<file path="config.mk">
export PLATFORM = sky130hd
export DESIGN_NAME = moving_average_deviation_unit
export DESIGN_NICKNAME = d
export VERILOG_FILES = /design/src/rtl/mad_pkg.sv /design/src/rtl/mad_ram.sv /design/src/rtl/mad_ctrl.sv /design/src/rtl/mad_dp.sv /design/src/rtl/moving_average_deviation_unit.sv
export SDC_FILE = /design/constraint.sdc
export NUM_CORES = 1
export LEC_CHECK = 0
export BUFFER_PORTS_ARGS = -buffer_cell sky130_fd_sc_hd__buf_2
export CELL_PAD_IN_SITES_DETAIL_PLACEMENT = 0
export CELL_PAD_IN_SITES_GLOBAL_PLACEMENT = 1
export CORE_ASPECT_RATIO = 0.75
export CORE_MARGIN = 2
export CORE_UTILIZATION = 55
export CTS_BUF_LIST = sky130_fd_sc_hd__clkbuf_2
export CTS_CLUSTER_DIAMETER = 100
export DETAILED_ROUTE_END_ITERATION = 8
export MAX_ROUTING_LAYER = met4
export PLACE_DENSITY_LB_ADDON = 0.3
export SLEW_MARGIN = 20
export SYNTH_ARGS = -nofsm -noshare
export SYNTH_HDL_FRONTEND = slang
export SYNTH_SLANG_ARGS = --single-unit
</file>
<file path="constraint.sdc">
create_clock -name clk -period 5.7 [get_ports clk]
set_clock_uncertainty 0.15 [all_clocks]
set_input_delay 0.285 -clock clk [delete_from_list [all_inputs] [get_ports clk]]
set_output_delay 0.285 -clock clk [all_outputs]
set_load 0.02 [all_outputs]
</file>
<file path="src/rtl/mad_pkg.sv">
// Shared types, widths and constants for the moving average deviation unit.
package mad_pkg;

  localparam int DEPTH_DEF = 64;
  localparam int SAMPLE_W  = 16;
  localparam int AVG_W     = 16;
  localparam int DEV_W     = 17;
  localparam int SUM_W     = 22;
  localparam int WLEN_W    = 7;
  localparam int STEP_W    = $clog2(SUM_W);

  localparam logic [WLEN_W-1:0] WLEN_RST = 7'd64;

  // Input action codes
  localparam logic ACT_PUSH  = 1'b0;
  localparam logic ACT_CLEAR = 1'b1;

  // Saturation bounds of the average
  localparam logic [AVG_W-1:0] AVG_MAX = 16'h7FFF;
  localparam logic [AVG_W-1:0] AVG_MIN = 16'h8000;

  typedef enum logic [1:0] {
    ST_IDLE,
    ST_READ,
    ST_DIV,
    ST_FIN
  } state_t;

  // Controller to datapath
  typedef struct packed {
    logic load;    // input beat taken
    logic upd;     // ring and sum update, divider load
    logic step;    // one divider iteration
    logic finish;  // result into output register
  } cmd_t;

  // Datapath to controller
  typedef struct packed {
    logic div_last;
    logic out_free;
  } sts_t;

endpackage

</file>
<file path="src/rtl/mad_ram.sv">
// Generic single-write, single-read RAM with registered read data.
module mad_ram #(
  parameter int WIDTH = 16,
  parameter int DEPTH = 64,
  parameter int AW    = 6
) (
  input  logic             clk,
  input  logic             we,
  input  logic [AW-1:0]    waddr,
  input  logic [WIDTH-1:0] wdata,
  input  logic             re,
  input  logic [AW-1:0]    raddr,
  output logic [WIDTH-1:0] rdata
);

  logic [WIDTH-1:0] mem [DEPTH];
  logic [WIDTH-1:0] rdata_r;

  // Write port
  always_ff @(posedge clk) begin
    if (we) begin
      mem[waddr] <= wdata;
    end
  end

  // Registered read port
  always_ff @(posedge clk) begin
    if (re) begin
      rdata_r <= mem[raddr];
    end
  end

  assign rdata = rdata_r;

endmodule

</file>
<file path="src/rtl/mad_ctrl.sv">
// Controller state machine: sequences read, update, divide and result load; a clear does the load only.
module mad_ctrl (
  input  logic          clk,
  input  logic          rst_n,
  input  logic          in_valid,
  input  logic          in_action,
  output logic          in_stall,
  input  mad_pkg::sts_t sts,
  output mad_pkg::cmd_t cmd
);

  import mad_pkg::*;

  state_t state_r, state_nxt;

  // State register
  always_ff @(posedge clk) begin
    if (!rst_n) begin
      state_r <= ST_IDLE;
    end else begin
      state_r <= state_nxt;
    end
  end

  // Next state and commands
  always_comb begin
    state_nxt  = state_r;
    cmd        = '0;
    in_stall   = 1'b1;
    unique case (state_r)
      ST_IDLE: begin
        in_stall = 1'b0;
        if (in_valid) begin
          cmd.load  = 1'b1;
          state_nxt = (in_action == ACT_CLEAR) ? ST_FIN : ST_READ;
        end
      end
      ST_READ: begin
        cmd.upd   = 1'b1;
        state_nxt = ST_DIV;
      end
      ST_DIV: begin
        cmd.step = 1'b1;
        if (sts.div_last) begin
          state_nxt = ST_FIN;
        end
      end
      ST_FIN: begin
        if (sts.out_free) begin
          cmd.finish = 1'b1;
          state_nxt  = ST_IDLE;
        end
      end
      default: state_nxt = ST_IDLE;
    endcase
  end

endmodule

</file>
<file path="src/rtl/mad_dp.sv">
// Datapath: sample ring, running sum, radix-2 divider and output register.
module mad_dp #(
  parameter int DEPTH = mad_pkg::DEPTH_DEF
) (
  input  logic                          clk,
  input  logic                          rst_n,
  input  mad_pkg::cmd_t                 cmd,
  output mad_pkg::sts_t                 sts,
  input  logic                          in_action,
  input  logic signed [mad_pkg::SAMPLE_W-1:0] in_sample,
  input  logic                          cfg_we,
  input  logic [mad_pkg::WLEN_W-1:0]    cfg_wlen,
  input  logic                          out_stall,
  output logic                          out_valid,
  output logic signed [mad_pkg::AVG_W-1:0] out_average,
  output logic signed [mad_pkg::DEV_W-1:0] out_deviation
);

  import mad_pkg::*;

  localparam int IDX_W = (DEPTH > 1) ? $clog2(DEPTH) : 1;
  localparam int CNT_W = $clog2(DEPTH + 1);
  localparam int CMP_W = (CNT_W > WLEN_W) ? CNT_W : WLEN_W;
  localparam logic [CMP_W-1:0] DEPTH_C = CMP_W'(DEPTH);
  localparam logic [SUM_W-1:0] POS_LIM = SUM_W'((1 << (AVG_W - 1)) - 1);
  localparam logic [SUM_W-1:0] NEG_LIM = SUM_W'(1 << (AVG_W - 1));

  // Control state
  logic [WLEN_W-1:0] wlen_r;
  logic [IDX_W-1:0]  idx_r, idx_nxt;
  logic [SUM_W-1:0]  sum_r, sum_nxt;
  logic              filled_r, filled_nxt;
  logic [STEP_W-1:0] step_r;
  logic              out_valid_r;

  // Payload registers
  logic                      action_r;
  logic [SAMPLE_W-1:0]       sample_r;
  logic [CNT_W-1:0]          div_r;
  logic [CNT_W-1:0]          rem_r, rem_nxt;
  logic [SUM_W-1:0]          quo_r;
  logic                      neg_r;
  logic [AVG_W-1:0]          avg_r;
  logic [DEV_W-1:0]          dev_r;

  logic [SAMPLE_W-1:0] rd_data;
  logic [SUM_W-1:0]    old_ext;
  logic [CMP_W-1:0]    wl_ext, len_cmp;
  logic [CNT_W-1:0]    len_eff, idx_inc, count;
  logic                wrap;
  logic [SUM_W-1:0]    mag;
  logic [CNT_W:0]      rem_sh, rem_sub;
  logic                ge;
  logic [SUM_W-1:0]    q_neg;
  logic [AVG_W-1:0]    avg_fin;
  logic [DEV_W-1:0]    dev_fin;
  logic                out_free;

  // Sample ring
  mad_ram #(
    .WIDTH (SAMPLE_W),
    .DEPTH (DEPTH),
    .AW    (IDX_W)
  ) u_ring (
    .clk   (clk),
    .we    (cmd.upd),
    .waddr (idx_r),
    .wdata (sample_r),
    .re    (cmd.load),
    .raddr (idx_r),
    .rdata (rd_data)
  );

  // Window length clip: zero acts as one, capped at the ring depth
  always_comb begin
    wl_ext = CMP_W'(wlen_r);
    if (wl_ext == '0) begin
      len_cmp = CMP_W'(1);
    end else if (wl_ext > DEPTH_C) begin
      len_cmp = DEPTH_C;
    end else begin
      len_cmp = wl_ext;
    end
    len_eff = len_cmp[CNT_W-1:0];
  end

  // Ring and sum update; the overwritten slot counts as zero before fill
  always_comb begin
    old_ext    = filled_r ? {{(SUM_W-SAMPLE_W){rd_data[SAMPLE_W-1]}}, rd_data} : '0;
    sum_nxt    = sum_r - old_ext
               + {{(SUM_W-SAMPLE_W){sample_r[SAMPLE_W-1]}}, sample_r};
    idx_inc    = CNT_W'(idx_r) + CNT_W'(1);
    count      = filled_r ? len_eff : idx_inc;
    wrap       = (idx_inc >= len_eff);
    idx_nxt    = wrap ? '0 : idx_inc[IDX_W-1:0];
    filled_nxt = filled_r | wrap;
    mag        = sum_nxt[SUM_W-1] ? (~sum_nxt + SUM_W'(1)) : sum_nxt;
  end

  // Restoring divider step, one quotient bit per cycle
  always_comb begin
    rem_sh  = {rem_r, quo_r[SUM_W-1]};
    ge      = (rem_sh >= {1'b0, div_r});
    rem_sub = rem_sh - {1'b0, div_r};
    rem_nxt = ge ? rem_sub[CNT_W-1:0] : rem_sh[CNT_W-1:0];
  end

  // Sign restore, saturation and deviation
  always_comb begin
    q_neg = ~quo_r + SUM_W'(1);
    if (neg_r) begin
      avg_fin = (quo_r > NEG_LIM) ? AVG_MIN : q_neg[AVG_W-1:0];
    end else begin
      avg_fin = (quo_r > POS_LIM) ? AVG_MAX : quo_r[AVG_W-1:0];
    end
    dev_fin = {sample_r[SAMPLE_W-1], sample_r} - {avg_fin[AVG_W-1], avg_fin};
  end

  assign out_free = !out_valid_r || !out_stall;

  // Control registers
  always_ff @(posedge clk) begin
    if (!rst_n) begin
      wlen_r      <= WLEN_RST;
      idx_r       <= '0;
      sum_r       <= '0;
      filled_r    <= 1'b0;
      step_r      <= '0;
      out_valid_r <= 1'b0;
    end else begin
      if (cfg_we) begin
        wlen_r <= cfg_wlen;
      end
      if (cmd.upd) begin
        idx_r    <= idx_nxt;
        sum_r    <= sum_nxt;
        filled_r <= filled_nxt;
        step_r   <= '0;
      end else if (cmd.step) begin
        step_r <= step_r + STEP_W'(1);
      end
      if (cmd.finish && action_r == ACT_CLEAR) begin
        idx_r    <= '0;
        sum_r    <= '0;
        filled_r <= 1'b0;
      end
      if (cmd.finish) begin
        out_valid_r <= 1'b1;
      end else if (!out_stall) begin
        out_valid_r <= 1'b0;
      end
    end
  end

  // Payload registers
  always_ff @(posedge clk) begin
    if (cmd.load) begin
      action_r <= in_action;
      sample_r <= in_sample;
    end
    if (cmd.upd) begin
      div_r <= count;
      rem_r <= '0;
      quo_r <= mag;
      neg_r <= sum_nxt[SUM_W-1];
    end else if (cmd.step) begin
      rem_r <= rem_nxt;
      quo_r <= {quo_r[SUM_W-2:0], ge};
    end
    if (cmd.finish) begin
      if (action_r == ACT_CLEAR) begin
        avg_r <= '0;
        dev_r <= '0;
      end else begin
        avg_r <= avg_fin;
        dev_r <= dev_fin;
      end
    end
  end

  assign sts.div_last  = (step_r == STEP_W'(SUM_W - 1));
  assign sts.out_free  = out_free;
  assign out_valid     = out_valid_r;
  assign out_average   = avg_r;
  assign out_deviation = dev_r;

endmodule

</file>
<file path="src/rtl/moving_average_deviation_unit.sv">
// A push beat's result is valid after the ring read, the update, the divider
// iterations (one quotient bit per cycle of the 22-bit sum) and the result load;
// a clear beat goes straight to the result load. A new beat is taken only after
// the previous one is finished. A held result stalls only the final step.
// Reset (synchronous, rst_n low): empty window, window length 64, no result pending;
// the sample ring is not cleared and is ready at once.
module moving_average_deviation_unit #(
  parameter int DEPTH = mad_pkg::DEPTH_DEF
) (
  input  logic                                clk,
  input  logic                                rst_n,
  input  logic                                in_valid,
  output logic                                in_stall,
  input  logic                                in_action,
  input  logic signed [mad_pkg::SAMPLE_W-1:0] in_sample,
  output logic                                out_valid,
  input  logic                                out_stall,
  output logic signed [mad_pkg::AVG_W-1:0]    out_average,
  output logic signed [mad_pkg::DEV_W-1:0]    out_deviation,
  input  logic                                cfg_valid,
  output logic                                cfg_ready,
  input  logic [mad_pkg::WLEN_W-1:0]          cfg_window_len
);

  import mad_pkg::*;

  cmd_t cmd;
  sts_t sts;

  // Window length register is always writable
  assign cfg_ready = 1'b1;

  mad_ctrl u_ctrl (
    .clk       (clk),
    .rst_n     (rst_n),
    .in_valid  (in_valid),
    .in_action (in_action),
    .in_stall  (in_stall),
    .sts       (sts),
    .cmd       (cmd)
  );

  mad_dp #(
    .DEPTH (DEPTH)
  ) u_dp (
    .clk           (clk),
    .rst_n         (rst_n),
    .cmd           (cmd),
    .sts           (sts),
    .in_action     (in_action),
    .in_sample     (in_sample),
    .cfg_we        (cfg_valid & cfg_ready),
    .cfg_wlen      (cfg_window_len),
    .out_stall     (out_stall),
    .out_valid     (out_valid),
    .out_average   (out_average),
    .out_deviation (out_deviation)
  );

endmodule
</file>
==> flow_metrics.py <==
metrics = {
    "timing": {
        "worstMarginPinSlew_ns": 1.274,
        "slew_headroom_pct": 14.66,
        "rsz0062_at_grt": "false",
        "layout_min_cycle_time_ns": 5.273,
        "slew_viol_final": 0,
        "fin_crit_sh_pct": 92.51,
        "hold_viol_final": 0,
        "finalWorstSetupSlack_ns": 0.4269,
        "finalSetupViolCount": 0,
        "fin_setup_tns_ns": 0,
        "max_freq_mhz": 189.6,
    },
    "logic_synthesis": {
        "async_reset_ff_share_pct": 0,
        "synth_cell_types": 76,
        "synth_nets": 3094,
        "synthesis.area_um2": 46590,
        "syn_inst": 2979,
        "yosysSeqAreaShare_pct": 74.37,
        "synth_flop_cell": "edfxtp_1",
        "synth_edf_count": 1120,
        "ys.warnings.count": 0,
        "synth_area_per_cell_um2": 15.64,
        "synth_seq_cells": 1171,
    },
    "worst_setup_path": {
        "cp.arrival_ns": 6.32,
        "cp_max_fo": 5,
        "critPathRequiredTime_ns": 6.74,
        "crit_path_end_kind": "flip-flop",
        "crit_path_start_kind": "flip-flop",
        "worstSetupPathType": "reg -> reg",
    },
    "floorplanning": {
        "die_width_um": 340.1,
        "io_pins": 65,
        "die_y_um": 256.1,
        "start_util_pct": 55.52,
        "design.core.area_um2": 83920,
        "dieArea_um2": 87080,
        "rows": 92,
    },
    "global_routing": {
        "grt-ovfl-total": 0,
        "antenna_found_initial": 3,
        "grt_max_degree": 85,
        "grt_pass1_vias": 29420,
        "track_usage_pct": 30.82,
        "grt_pass1_wl_um": 190600,
    },
    "clock_tree": {
        "path_clk_slew_ns": 0.10,
        "cts.sinks": 1171,
        "cts_max_path_buffers": 4,
        "insertion_delay_ns": 1.54,
        "post_cts_buffers": 0,
        "cts-buffers-inserted": 287,
        "cts_tree": "yes",
        "h-tree-depth": 5,
        "cts_root_buffer": "clkbuf_2",
    },
    "pwr": {
        "combPwrFrac_pct": 32.5,
        "switching_share_pct": 35.96,
        "netSwitchingPower_uw": 8492,
        "p_int_uw": 15120,
        "p_per_area_nw_per_um2": 452.9,
        "power_leakage_uw": 0.01744,
        "p_seq_share_pct": 45.2,
        "p_clk_share_pct": 22.3,
        "vdd_drop_max_mv": 0.3026,
    },
    "routing": {
        "via_per_inst": 6.383,
        "wl_um": 130800,
        "wl_per_cell_um": 27.89,
        "num_vias": 29930,
        "initialDrtViolationCount": 4223,
        "ant_nets": 0,
        "drc_errors": 0,
        "firstDrtPassIters": 6,
    },
    "placed_design": {
        "gp_congestion": 0.8917,
        "pre_cts_ws_ns": 0.4318,
        "placedCellCount": 4137,
        "dp_hpwl_um": 75800,
        "dpl_cell_area_um2": 48850,
        "port-buffer-count": 63,
    },
    "final_layout": {
        "final_core_util_pct": 62.14,
        "layout-drive-gt1-share_pct": 18.63,
        "stdcell_area_um2": 52150,
        "fin_nets": 3505,
        "area_growth_pct": 11.92,
        "final_cells": 4689,
    },
    "min_path": {
        "hp-class": "in -> reg",
    },
    "run": {
        "cap_violations": 0,
    },
    "run_status": {
        "status": "completed",
    },
}
-- synthesized netlist by cell type, drive strengths merged, types with 5 or more instances --
library cell / instances / area [um^2]
nor3: 25 / 136.4
mux2i: 34 / 340.3
ha: 63 / 788.3
o31ai: 7 / 52.55
xnor2: 42 / 367.9
and3: 7 / 43.79
nor2: 202 / 758.2
nor2b: 16 / 100.1
xor2: 21 / 183.9
a41oi: 46 / 402.9
a31oi: 57 / 356.6
dfxtp: 51 / 1021
nand3: 45 / 225.2
fa: 23 / 460.4
mux2: 5 / 56.30
o211ai: 7 / 52.55
buf: 41 / 200.2
inv: 117 / 439.2
a221oi: 61 / 546.8
nand4: 36 / 225.2
a21oi: 99 / 499.2
nand3b: 5 / 37.54
nor3b: 10 / 75.07
nand2: 55 / 206.5
and2: 24 / 150.1
edfxtp: 1120 / 33630
nor4: 19 / 133.9
a211oi: 26 / 195.2
or3: 11 / 70.07
a22o: 56 / 490.5
o21bai: 6 / 45.04
o21ai: 33 / 168.9
a21o: 12 / 90.09
nand2b: 15 / 93.84
clkbuf: 134 / 506.7
nand4b: 6 / 52.55
a22oi: 400 / 3003
-- layout by cell type (no fill, tap or decap), types with 7 or more instances in the layout --
master and count:
edfxtp_1 1120, clkbuf_2 403, a22oi_1 400, nor2_1 200, buf_4 135, inv_1 117
a21oi_1 98, dlygate4sd3_1 90, buf_2 63, ha_1 62, a221oi_1 59, a31oi_1 57
a22o_1 56, nand2_1 55, dfxtp_1 51, a41oi_1 46, nand3_1 45, xnor2_1 42
clkinv_1 39, nand4_1 36, mux2i_1 34, o21ai_0 31, a211oi_1 26, nor3_1 23
fa_1 23, xor2_1 21, and2_1 21, nor4_1 17, nand2b_1 15, nor2b_1 13
a21o_1 12, or3_1 10, nor3b_1 10, buf_12 10, o211ai_1 7
-- power groups by stage --
stage	logic [uW]	clock network, uW	registers, uW
after floorplan	5040	0	11000
after global routing	8330	5740	10700
after global placement	7220	0	10800
after detailed placement	7390	0	10900
after CTS	7510	5330	10700
final	7690	5270	10700
-- final cells by class --
type                       instances  area, um^2
sequential                      1171       34650
fill                            6218       31770
multi-input combinational       1514       10850
timing repair buffer             299        2457
clock buffer                     403        2017
tap                             1128        1411
inverter                         117       439.2
clock inverter                    54       315.3
antenna                            3       7.507
-- kinds of logic (layout without fill, tap and decap cells) --
family | count (synthesis) | count (layout) | synth area share (%)
DFF | 1171 | 1171 | 74.37
AOI/OAI and AO/OA | 835 | 835 | 13.19
and+or+nand+nor | 490 | 490 | 5.207
buffers and inverters | 294 | 873 | 2.508
adders and majority gates | 86 | 86 | 2.680
xor gates and xnor gates | 63 | 63 | 1.184
muxes | 39 | 39 | 0.8513
other | 1 | 4 | 0.008048
-- metrics by stage --
step,total power (uW),hold WS [ns]
final,23620,0.2047
after global placement,18060,0.3044
after floorplan,16040,0.2336
after detailed placement,18250,0.3135
after global routing,24780,0.2146
after CTS,23500,0.05955
-- registers in the layout (all words and copies together) (netlist names) --
register and flops:
u_dp.u_ring.mem 1024, u_dp.idx_r 6, u_dp.out_average 16, u_dp.div_r 7, u_dp.u_ring.rdata 16, u_dp.rem_r 7
u_dp.out_valid 1, u_dp.neg_r 1, u_dp.step_r 5, u_ctrl.state_r 2, u_dp.action_r 1, u_dp.out_deviation 17
u_dp.sum_r 22, u_dp.quo_r 22, u_dp.sample_r 16, u_dp.filled_r 1, u_dp.wl_ext 7
-- layer usage --
layer | global-route usage [%] | vias to the layer above | wire length (um)
met5 | - | - | 0
met4 | 11.05 | 0 | 3609
met3 | 7.761 | 237 | 17270
met2 | 42.41 | 2072 | 56470
met1 | 44.67 | 14750 | 53430
li1 | - | 12880 | -
-- final timing paths --
check / from / end / slack [ns] / cells after the start
max: u_dp.quo_r[0] / u_dp.out_deviation[13] / 0.43 / 19
min: cfg_valid / u_dp.wl_ext[6] / 0.20 / 4
max reg2reg: u_dp.quo_r[0] / u_dp.out_deviation[13] / 0.43 / 19
min reg2reg: u_dp.rem_r[6] / u_dp.rem_r[6] / 0.33 / 2
-- repair_timing --
action                                  4_1_cts  5_1_grt
hold buffers                                 90        0
endpoints found under the setup margin        0        1
gates resized for setup                       0        1
endpoints found under the hold margin       127        0
-- critical path: stages (launching register included) --
cell	delay (ns)
edfxtp_1	0.42
inv_1	0.10
ha_1	0.17
or3b_1	0.41
nand4b_1	0.23
or3_1	0.36
or3_1	0.37
o21ai_2	0.15
nand3_1	0.18
o22a_1	0.28
ha_1	0.30
nor2b_1	0.13
o21ai_0	0.22
a21boi_0	0.17
o21ai_0	0.33
a211oi_1	0.16
o31ai_1	0.49
o21ai_0	0.20
xnor2_1	0.17
nor2_1	0.05
Note: power is estimated with default switching activity, not from simulation.
